[config.mk]
export PLATFORM = sky130hd
export DESIGN_NAME = utf8_stream_decoder_unit
export DESIGN_NICKNAME = d
export VERILOG_FILES = /design/src/hw/rtl/u8d_pkg.sv /design/src/hw/rtl/u8d_front.sv /design/src/hw/rtl/u8d_queue.sv /design/src/hw/rtl/u8d_back.sv /design/src/hw/rtl/utf8_stream_decoder_unit.sv
export VERILOG_INCLUDE_DIRS = /design/src /design/src/hw/rtl
export SDC_FILE = /design/constraint.sdc
export NUM_CORES = 1
export LEC_CHECK = 0
export BUFFER_PORTS_ARGS = -buffer_cell sky130_fd_sc_hd__buf_4
export CORE_ASPECT_RATIO = 1.4
export CORE_MARGIN = 2
export CORE_UTILIZATION = 40
export CTS_BUF_LIST = sky130_fd_sc_hd__clkbuf_8 sky130_fd_sc_hd__clkbuf_16
export DETAILED_ROUTE_END_ITERATION = 6
export SYNTH_ARGS = -nofsm -noshare
export SYNTH_HDL_FRONTEND = slang
export SYNTH_HIERARCHICAL = 1
export SYNTH_SLANG_ARGS = --single-unit
[constraint.sdc]
create_clock -name clk -period 5.46 [get_ports clk]
set_clock_uncertainty 0.15 [all_clocks]
set_input_delay 1.092 -clock clk [delete_from_list [all_inputs] [get_ports clk]]
set_output_delay 1.092 -clock clk [all_outputs]
set_load 0.01 [all_outputs]
[src/hw/rtl/assert_macros.svh]
// Assertion helpers for the RTL that carries checks.
`ifndef ASSERT_MACROS_SVH
`define ASSERT_MACROS_SVH

// Clocked check, muted while reset is held.
`define ASSERT_CLK(label, clk, rst_n, prop, msg) \
  label: assert property (@(posedge clk) disable iff (!rst_n) prop) else $error(msg);

// Clocked implication, muted while reset is held.
`define ASSERT_IMP(label, clk, rst_n, ante, cons, msg) \
  label: assert property (@(posedge clk) disable iff (!rst_n) (ante) |-> (cons)) \
    else $error(msg);

`endif

[src/hw/rtl/u8d_pkg.sv]
package u8d_pkg;

  localparam int unsigned CpW    = 31;
  localparam int unsigned LenW   = 3;
  localparam int unsigned QDepth = 2;
  localparam int unsigned QPtrW  = 1;

  // Work handed from the front end to the back end for one byte.
  typedef struct packed {
    logic [LenW-1:0] n_inv;  // invalid results to give first
    logic            fin;    // a closing result follows the invalid ones
    logic [CpW-1:0]  cp;
    logic [LenW-1:0] len;
  } u8d_job_t;

  typedef struct packed {
    logic full;
    logic empty;
  } u8d_q_stat_t;

endpackage

[src/hw/rtl/u8d_front.sv]
module u8d_front
  import u8d_pkg::*;
(
  input  logic        clk,
  input  logic        rst_n,
  input  logic        in_valid,
  output logic        in_ready,
  input  logic [7:0]  in_byte_in,
  input  u8d_q_stat_t q_stat,
  output logic        push,
  output u8d_job_t    job
);

  logic [CpW-1:0]  acc_r, acc_nxt;
  logic [LenW-1:0] exp_r, exp_nxt;
  logic [LenW-1:0] held_r, held_nxt;
  logic            has_job;
  logic            take;
  logic [LenW-1:0] held_inc;

  assign in_ready = !q_stat.full;
  assign take     = in_valid && in_ready;
  assign held_inc = held_r + LenW'(1);
  assign push     = take && has_job;

  always_comb begin
    acc_nxt   = acc_r;
    exp_nxt   = exp_r;
    held_nxt  = held_r;
    job.n_inv = '0;
    job.fin   = 1'b0;
    job.cp    = '0;
    job.len   = '0;
    if ((exp_r != '0) && (in_byte_in[7:6] == 2'b10)) begin
      // extend the pending sequence
      acc_nxt  = {acc_r[CpW-7:0], in_byte_in[5:0]};
      held_nxt = held_inc;
      if (held_inc >= exp_r) begin
        job.fin  = 1'b1;
        job.cp   = acc_nxt;
        job.len  = exp_r;
        acc_nxt  = '0;
        exp_nxt  = '0;
        held_nxt = '0;
      end
    end else begin
      // flush whatever is held, then decode the byte as a fresh start
      if (exp_r != '0) begin
        job.n_inv = held_r;
      end
      acc_nxt  = '0;
      exp_nxt  = '0;
      held_nxt = '0;
      case (in_byte_in) inside
        [8'h00:8'h7F]: begin
          job.fin = 1'b1;
          job.cp  = CpW'(in_byte_in);
          job.len = (in_byte_in != 8'h00) ? LenW'(1) : LenW'(0);
        end
        [8'h80:8'hBF]: begin
          job.n_inv = LenW'(1);
        end
        [8'hC0:8'hDF]: begin
          acc_nxt = CpW'(in_byte_in & 8'h1F);
          exp_nxt = LenW'(2);
        end
        [8'hE0:8'hEF]: begin
          acc_nxt = CpW'(in_byte_in & 8'h0F);
          exp_nxt = LenW'(3);
        end
        [8'hF0:8'hF7]: begin
          acc_nxt = CpW'(in_byte_in & 8'h07);
          exp_nxt = LenW'(4);
        end
        [8'hF8:8'hFB]: begin
          acc_nxt = CpW'(in_byte_in & 8'h07);
          exp_nxt = LenW'(5);
        end
        default: begin
          acc_nxt = CpW'(in_byte_in & 8'h01);
          exp_nxt = LenW'(6);
        end
      endcase
      if (exp_nxt != '0) begin
        held_nxt = LenW'(1);
      end
    end
  end

  assign has_job = job.fin || (job.n_inv != '0);

  always_ff @(posedge clk) begin
    if (!rst_n) begin
      acc_r  <= '0;
      exp_r  <= '0;
      held_r <= '0;
    end else if (take) begin
      acc_r  <= acc_nxt;
      exp_r  <= exp_nxt;
      held_r <= held_nxt;
    end
  end

endmodule

[src/hw/rtl/u8d_queue.sv]
module u8d_queue
  import u8d_pkg::*;
(
  input  logic        clk,
  input  logic        rst_n,
  input  logic        push,
  input  u8d_job_t    wr_job,
  input  logic        pop,
  output u8d_job_t    rd_job,
  output u8d_q_stat_t stat
);

  localparam int unsigned CntW = $clog2(QDepth + 1);

  u8d_job_t         mem_r [QDepth];
  logic [QPtrW-1:0] wr_ptr_r, rd_ptr_r;
  logic [CntW-1:0]  cnt_r, cnt_nxt;

  assign stat.full  = (cnt_r == CntW'(QDepth));
  assign stat.empty = (cnt_r == '0);
  assign rd_job     = mem_r[rd_ptr_r];

  always_comb begin
    cnt_nxt = cnt_r;
    if (push && !pop) begin
      cnt_nxt = cnt_r + CntW'(1);
    end else if (pop && !push) begin
      cnt_nxt = cnt_r - CntW'(1);
    end
  end

  always_ff @(posedge clk) begin
    if (push) begin
      mem_r[wr_ptr_r] <= wr_job;
    end
  end

  always_ff @(posedge clk) begin
    if (!rst_n) begin
      wr_ptr_r <= '0;
      rd_ptr_r <= '0;
      cnt_r    <= '0;
    end else begin
      if (push) begin
        wr_ptr_r <= wr_ptr_r + QPtrW'(1);
      end
      if (pop) begin
        rd_ptr_r <= rd_ptr_r + QPtrW'(1);
      end
      cnt_r <= cnt_nxt;
    end
  end

endmodule

[src/hw/rtl/u8d_back.sv]
module u8d_back
  import u8d_pkg::*;
(
  input  logic            clk,
  input  logic            rst_n,
  input  u8d_job_t        job,
  input  logic            job_valid,
  output logic            pop,
  output logic            out_valid,
  input  logic            out_ready,
  output logic [CpW-1:0]  out_code_point,
  output logic            out_invalid,
  output logic [LenW-1:0] out_seq_length,
  output logic            out_last
);

  logic            busy_r;
  logic [LenW-1:0] inv_left_r;
  logic            fin_r;
  logic [CpW-1:0]  cp_r;
  logic [LenW-1:0] len_r;
  logic            xfer;
  logic            on_inv;

  assign on_inv         = (inv_left_r != '0);
  assign out_valid      = busy_r;
  assign out_invalid    = on_inv;
  assign out_code_point = on_inv ? '0 : cp_r;
  assign out_seq_length = on_inv ? '0 : len_r;
  assign out_last       = on_inv ? ((inv_left_r == LenW'(1)) && !fin_r) : 1'b1;
  assign xfer           = out_valid && out_ready;
  // load the next job as soon as the current one has given its last result
  assign pop            = job_valid && (!busy_r || (xfer && out_last));

  always_ff @(posedge clk) begin
    if (pop) begin
      fin_r <= job.fin;
      cp_r  <= job.cp;
      len_r <= job.len;
    end
  end

  always_ff @(posedge clk) begin
    if (!rst_n) begin
      busy_r     <= 1'b0;
      inv_left_r <= '0;
    end else if (pop) begin
      busy_r     <= 1'b1;
      inv_left_r <= job.n_inv;
    end else if (xfer) begin
      if (out_last) begin
        busy_r     <= 1'b0;
        inv_left_r <= '0;
      end else begin
        inv_left_r <= inv_left_r - LenW'(1);
      end
    end
  end

endmodule

[src/hw/rtl/utf8_stream_decoder_unit.sv]
// UTF-8 stream decoder, legacy 5- and 6-byte forms included. Bytes enter on
// in_* at one per cycle and code points leave on out_*. A byte that gives at
// most one result (ASCII, end of text, lead, continuation, stray
// continuation) uses out_* at most once. A byte that breaks a pending
// sequence gives one invalid result per held byte, then its own result if
// any, up to six in all; the result port gives one result per cycle while
// out_ready is high, and input stalls once the two-entry job queue between
// the classifying front end and the result back end is full. out_last marks
// the final result caused by each byte. Lead bytes give no result.
`include "assert_macros.svh"

module utf8_stream_decoder_unit
  import u8d_pkg::*;
(
  input  logic            clk,
  input  logic            rst_n,
  input  logic            in_valid,
  output logic            in_ready,
  input  logic [7:0]      in_byte_in,
  output logic            out_valid,
  input  logic            out_ready,
  output logic [CpW-1:0]  out_code_point,
  output logic            out_invalid,
  output logic [LenW-1:0] out_seq_length,
  output logic            out_last
);

  u8d_job_t    push_job, pop_job;
  u8d_q_stat_t q_stat;
  logic        push, pop;

  u8d_front u_front (
    .clk        (clk),
    .rst_n      (rst_n),
    .in_valid   (in_valid),
    .in_ready   (in_ready),
    .in_byte_in (in_byte_in),
    .q_stat     (q_stat),
    .push       (push),
    .job        (push_job)
  );

  u8d_queue u_queue (
    .clk    (clk),
    .rst_n  (rst_n),
    .push   (push),
    .wr_job (push_job),
    .pop    (pop),
    .rd_job (pop_job),
    .stat   (q_stat)
  );

  u8d_back u_back (
    .clk            (clk),
    .rst_n          (rst_n),
    .job            (pop_job),
    .job_valid      (!q_stat.empty),
    .pop            (pop),
    .out_valid      (out_valid),
    .out_ready      (out_ready),
    .out_code_point (out_code_point),
    .out_invalid    (out_invalid),
    .out_seq_length (out_seq_length),
    .out_last       (out_last)
  );

  `ASSERT_IMP(a_no_overflow, clk, rst_n, push, !q_stat.full, "job queue overflow")
  `ASSERT_IMP(a_no_underflow, clk, rst_n, pop, !q_stat.empty, "job queue underflow")
  `ASSERT_IMP(a_inv_zero, clk, rst_n, out_valid && out_invalid, (out_code_point == '0) && (out_seq_length == '0), "invalid result carries data")
  `ASSERT_IMP(a_good_last, clk, rst_n, out_valid && !out_invalid, out_last, "decoded result not marked last")

endmodule

**Yosys cells after proc, flatten, opt, wreduce, memory -nomap -nowiden**

Memories as Yosys holds them, arrays and structs flattened. A register that Yosys moved wholly into a read port is not among the register bits.
Index checks and enable logic that the tools add are counted.

- Register bits: 74
- Memory bits (writable): 76
- Input port bits: 12
- Output and inout bits: 38
- Logic and storage cells: 112
- Memories kept: 1

- $add $sub $neg: 6
- Magnitude comparators: 13
- Equality and inequality tests: 4
- Muxes and demuxes: 43
- Reductions and logical operators: 34

Memories:

| memory | words | width | rd ports | clocked after memory_dff | wr ports | RTL line | RTL |
|---|---|---|---|---|---|---|---|
| u_queue.mem_r | 2 | 38 | 1 | 1 | 1 | u8d_queue.sv:15 | `u8d_job_t mem_r [QDepth];` |

Operators by type and width:

| operator | number |
|---|---|
| $mux 25 | 7 |
| $mux 35 | 3 |
| $mux 3 | 19 |
| $ge 8x8->1 const B | 5 |
| $le 8x8->1 const B | 5 |
| $mux 31 | 1 |
| $logic_and 1x1->1 | 15 |
| $reduce_bool 3->1 | 4 |
| $mux 1 | 10 |
| $ge 8x1->1 const B | 1 |
| $le 8x7->1 const B | 1 |
| $reduce_bool 8->1 | 1 |
| $logic_not 1->1 | 6 |
| $mux 2 | 3 |
| $reduce_bool 2->1 | 3 |
| $eq 2x2->1 const B | 2 |
| $reduce_and 2->1 | 2 |
| $add 3x1->3 const B | 1 |
| $eq 3x1->1 const B | 1 |
| $ge 3x3->1 | 1 |
| $sub 3x1->3 const B | 1 |
| $add 1x1->1 const B | 2 |
| $add 2x1->2 const B | 1 |
| $logic_not 2->1 | 1 |
| 3 further kinds | 4 |

**Longest topological paths before layout**

- Depth after elaboration: 12
- Mapped depth: 11

**Modules after synthesis**

The synthesis kept the hierarchy.

By module, submodules not included:

| module | times used | cells an instance | area an instance (um2) |
|---|---|---|---|
| u8d_queue | 1 | 140 | 2,964.1 |
| u8d_front | 1 | 225 | 1,773.0 |
| u8d_back | 1 | 113 | 1,616.6 |
| utf8_stream_decoder_unit | 1 | 1 | 3.8 |

**Least setup slack after synthesis**

OpenSTA, ideal clock, no wires.

- Path type: input port to flip-flop
- Start point: input port in_valid
- End point: memory u_queue/mem_r[0][0] (netlist name), enable pin
- Library setup time: 0.439 ns
- Arrival: 3.649 ns
- Data required time: 4.871 ns
- Setup slack: 1.222 ns
- Stages: 5
- Path through: nor2b_1 -> buf_6 -> buf_2 -> o211a_1 -> nor2b_1

- Longest elaborated chain between the ends: 4

Ends and longest elaborated chain:

| what | RTL line | RTL |
|---|---|---|
| start, declared | utf8_stream_decoder_unit.sv:17 | `input logic in_valid,` |
| $logic_and 1x1->1 | u8d_front.sv:22 | `assign take = in_valid && in_ready;` |
| $logic_and 1x1->1 | u8d_front.sv:24 | `assign push = take && has_job;` |
| named net push | utf8_stream_decoder_unit.sv:30 | `logic push, pop;` |
| $mux 1 | u8d_queue.sv:33 | `if (push) begin` |
| $mux 1 (not written as such) | u8d_queue.sv:34 | `mem_r[wr_ptr_r] <= wr_job;` |
| end, declared | u8d_queue.sv:15 |  |

The timed path passes the listed nets, and every way through them passes these cells.

**Worst setup path after layout**

- Start point: register u_back.inv_left_r[0]
- End point: output port out_code_point[0]

- Longest elaborated chain between the ends: 2

Ends and longest elaborated chain:

| what | RTL line | RTL |
|---|---|---|
| start, declared | u8d_back.sv:18 | `logic [LenW-1:0] inv_left_r;` |
| start signal, assigned | u8d_back.sv:49 | `inv_left_r <= job.n_inv;` |
| start signal, assigned | u8d_back.sv:55 | `inv_left_r <= inv_left_r - LenW'(1);` |
| $reduce_bool 3->1 | u8d_back.sv:25 | `assign on_inv = (inv_left_r != '0);` |
| $mux 31 | u8d_back.sv:28 | `assign out_code_point = on_inv ? '0 : cp_r;` |
| end, declared | utf8_stream_decoder_unit.sv:22 | `output logic [CpW-1:0] out_code_point,` |

Every way passes these cells.

==> run summary <==
The total routing resource utilization after global routing came out at 0.141. The post-cts gate resize count is 0. The first global-routing pass estimated 19000 um of wire. Power spread over the standard cell area amounts to 518 mW/mm^2.

The clock transition at the registers of the reported paths is 0.06 ns. Setup violations remaining at the end of the flow were counted as 0. The tools report the post-detailed-placement cell area as 0.00686 mm^2. The number of nets in the layout was 548; the mean instance size in the synthesized netlist was 13.3 um^2. Y dimension of the die: 153 um.

After detailed routing, the total wire length is 11300 um. The HPWL after detailed placement is 7140 um. The die area was 0.0169 mm^2; the final core utilization was 0.480. The number of sinks on the clock net came out at 151. By area the synthesized netlist is led by edfxtp_1 (52%), dfxtp_1 (13%), mux2_2 (7.1%).

For the worst-case headroom to the max-slew limit, the log shows 0.226. The footprint of the flip-flops and latches is 0.00413 mm^2, and the net count after synthesis is 499. The die is 111 um wide.

Static leakage: 2.75 nW. The mapped netlist covers 0.00636 mm^2. The post-synthesis cell type with the largest combined area is edfxtp_1. The via count of the first global-routing pass was 3782; the total inserted antenna cells was 0.

The fraction of final layout cells sized beyond drive strength 1 came out at 0.255. The slew of the pin with the lowest slew margin came out at 1.16 ns. Clock tree synthesis inserted a total of 17 buffers. STA classifies the critical path startpoint as a flip-flop.

The run gives 0.00204 mm^2 as the area taken by multi-input logic gates. Counting flops and latches in the post-synthesis netlist gives 151. Before antenna repair, the detailed router went through 4 iterations.

The run finished with clean final reports. For this block, the initial DRC count from the detailed router was 197. Counting instances in the post-synthesis netlist gives the leading cell types as edfxtp_1 (111), and2_1 (62), nand2_1 (56), dfxtp_1 (40), mux2_2 (40). The initial core utilization came out at 0.409. The async set-reset flop share out of synthesis works out to 0. Data arrives at the worst endpoint at 2.24 ns.

The tool flagged a number of max-cap violations equal to 0. The hold buffer count at cts is 0. Cell with the most instances after synthesis: edfxtp_1.

After routing, the total negative slack on setup checks comes to 0 ns. The final critical-path required period was 3.48 ns; the sequential element share of the synthesized area was 0.650. After filler insertion, the fill cell instance count of the layout stands at 1399. The clock reaches the later pin of the worst-skew pair after 0.41 ns. Synthesis produced a netlist whose cell count is 479. Dividing the detail-routed via count by the number of cells gives 4.98. The path class of the tightest hold or removal check is reg -> reg.

The share of the synthesized area in the top cell type is 0.524. The synthesis warning total was 6. The largest individual stage delay along the critical path comes from the cell and2b_1. The number of flops mapped to enable cells by yosys came out at 111. In the final routed layout, each cell accounts on average for 15.3 um. The tools report the maximum number of pins on one net before global-route repair as 40.

The worst setup path is captured at an output port. TritonCTS built the clock tree. Max-slew violation total from the final report: 0.

The dominant register cell in the synthesized netlist is edfxtp_1. The run gives 57 as the number of distinct library cell variants in the gate-level netlist after synthesis. Setup repair after global routing left no endpoint under its margin.

In the routed design, unresolved DRC markers number 0. After routing the design area is 0.00746 mm^2. The run gives 0 as the number of hold violations in the final report.

The tools report the core footprint as 0.0155 mm^2. The area growth from synthesis to layout is 17.3%. During placement, the flow inserted port buffers numbering 49. The H-tree level count is 4. The tools report the weighted congestion at the end of routability-driven global placement as 0.766.

The root buffer cell was clkbuf_16. The maximum achievable frequency is 0.288 GHz, and the maximum fanout count along the critical path is 35. The largest single stage delay on the critical path is 0.78 ns.

The logs give 54 for the number of cell rows and 0 for the number of antenna violations at the first check in global routing. During I/O placement, the number of pins put on the boundary was 50. The worst IR drop on VDD is 0.315 mV, and the required time at the endpoint of the critical path is 4.22 ns.

The final period utilization came out at 0.637. For this run the aggregate overflow at the end of global routing stands at 0. In this run the post-CTS setup repair buffer count came out at 0.

The count of nets left with antenna violations once routing finished came out at 0. Traced cell by cell, the critical path runs through inv_1 -> ha_1 -> and2b_1 -> and2_1 -> buf_4. In this run the deepest clock path goes through 2 buffers. The detailed router placed 3669 vias in this run.

The classification of the worst setup path is reg -> out.
path summary, 6_finish.rpt:
| check | startpoint | to | slack, ns | cells after the start |
|---|---|---|---|---|
| worst min-delay path | u_front/acc_r[24]$_SDFFE_PN0P_ | u_front/acc_r[24]$_SDFFE_PN0P_ | 0.30 | 2 |
| worst max-delay path | u_back/inv_left_r[0]$_SDFFE_PN0P_ | out_code_point[0] | 1.98 | 5 |
| worst max register to register | u_front/held_r[0]$_SDFFE_PN0P_ | u_queue/mem_r[0][32]$_DFFE_PP_ | 2.18 | 8 |
| worst min register to register | u_front/acc_r[24]$_SDFFE_PN0P_ | u_front/acc_r[24]$_SDFFE_PN0P_ | 0.30 | 2 |
critical path: cells and delay by family (launching register included):
family	cells	cell delay, ns
buffers and inverters	2	0.23
adders and majority gates	1	0.22
DFF	1	0.35
and+or+nand+nor	2	1.02
per-layer routing:
metal / global-route usage / share of wire / vias up
li1: - / - / 1812
met1: 0.164 / 0.43 / 1761
met2: 0.244 / 0.52 / 75
met3: 0.0381 / 0.032 / 21
met4: 0.0637 / 0.025 / 0
met5: 0 / 0 / -
cells in the final DEF, fill, tap and decap left out, drive strengths merged, types with 2 or more instances in the layout:
cell / netlist / routed
edfxtp: 111 / 111
and2: 62 / 62
clkbuf: 10 / 17
and3: 4 / 4
o21a: 3 / 3
o211a: 2 / 2
a311oi: 2 / 2
bufinv: 0 / 4
nor2b: 5 / 5
a31oi: 5 / 5
clkinv: 0 / 5
or3: 2 / 2
mux2: 40 / 40
o21ai: 13 / 13
inv: 10 / 15
a21boi: 7 / 7
nand2b: 5 / 5
nand2: 57 / 57
o211ai: 2 / 2
a21oi: 26 / 26
nor3: 5 / 5
buf: 13 / 54
and2b: 3 / 3
ha: 8 / 8
mux2i: 2 / 2
nand4: 3 / 3
xor2: 4 / 4
dfxtp: 40 / 40
nand3: 9 / 9
nor2: 10 / 10
a22o: 2 / 2
a32oi: 2 / 2
state kept, by name, indices dropped and copies added, names as in the netlist, named ones only:
signal             count
u_queue/mem_r         76
u_back/cp_r           31
u_front/acc_r         25
u_back/inv_left_r      3
u_back/len_r           3
u_front/exp_r          3
u_front/held_r         3
u_queue/cnt_r          2
u_back/fin_r           1
u_back/out_valid       1
u_queue/rd_ptr_r       1
u_queue/wr_ptr_r       1
metrics by stage:
step	setup slack (ns)	hold WS [ns]	power, mW	instances
final	1.98	0.298	3.86	737
after global routing	1.65	0.320	4.08	737
after CTS	1.84	0.302	3.92	737
after detailed placement	2.03	0.294	2.73	705
after global placement	2.06	0.290	2.72	705
after floorplan	1.22	0.279	2.29	479
layout make-up:
class | count | area share
clock buffer | 17 | 0.0570
sequential | 151 | 0.554
multi-input combinational | 294 | 0.273
tap | 196 | 0.0329
timing repair buffer | 54 | 0.0543
inverter | 10 | 0.00503
clock inverter | 15 | 0.0233
power breakdown:
| group | internal, mW | switching [mW] |
|---|---|---|
| clock | 0.752 | 0.425 |
| sequential | 1.51 | 0.0804 |
| combinational | 0.536 | 0.562 |
| total | 2.79 | 1.07 |
cells by family (layout without fill, tap and decap cells):
family / Yosys count / in the layout / share of synthesized area
compound gates: 70 / 70 / 0.0748
fa+ha+maj: 8 / 8 / 0.0157
simple gates: 169 / 169 / 0.146
xor+xnor: 5 / 5 / 0.00689
flops: 151 / 151 / 0.650
buf+inv: 34 / 96 / 0.0319
mux: 42 / 42 / 0.0740
Note: power is estimated with default switching activity, not from simulation.
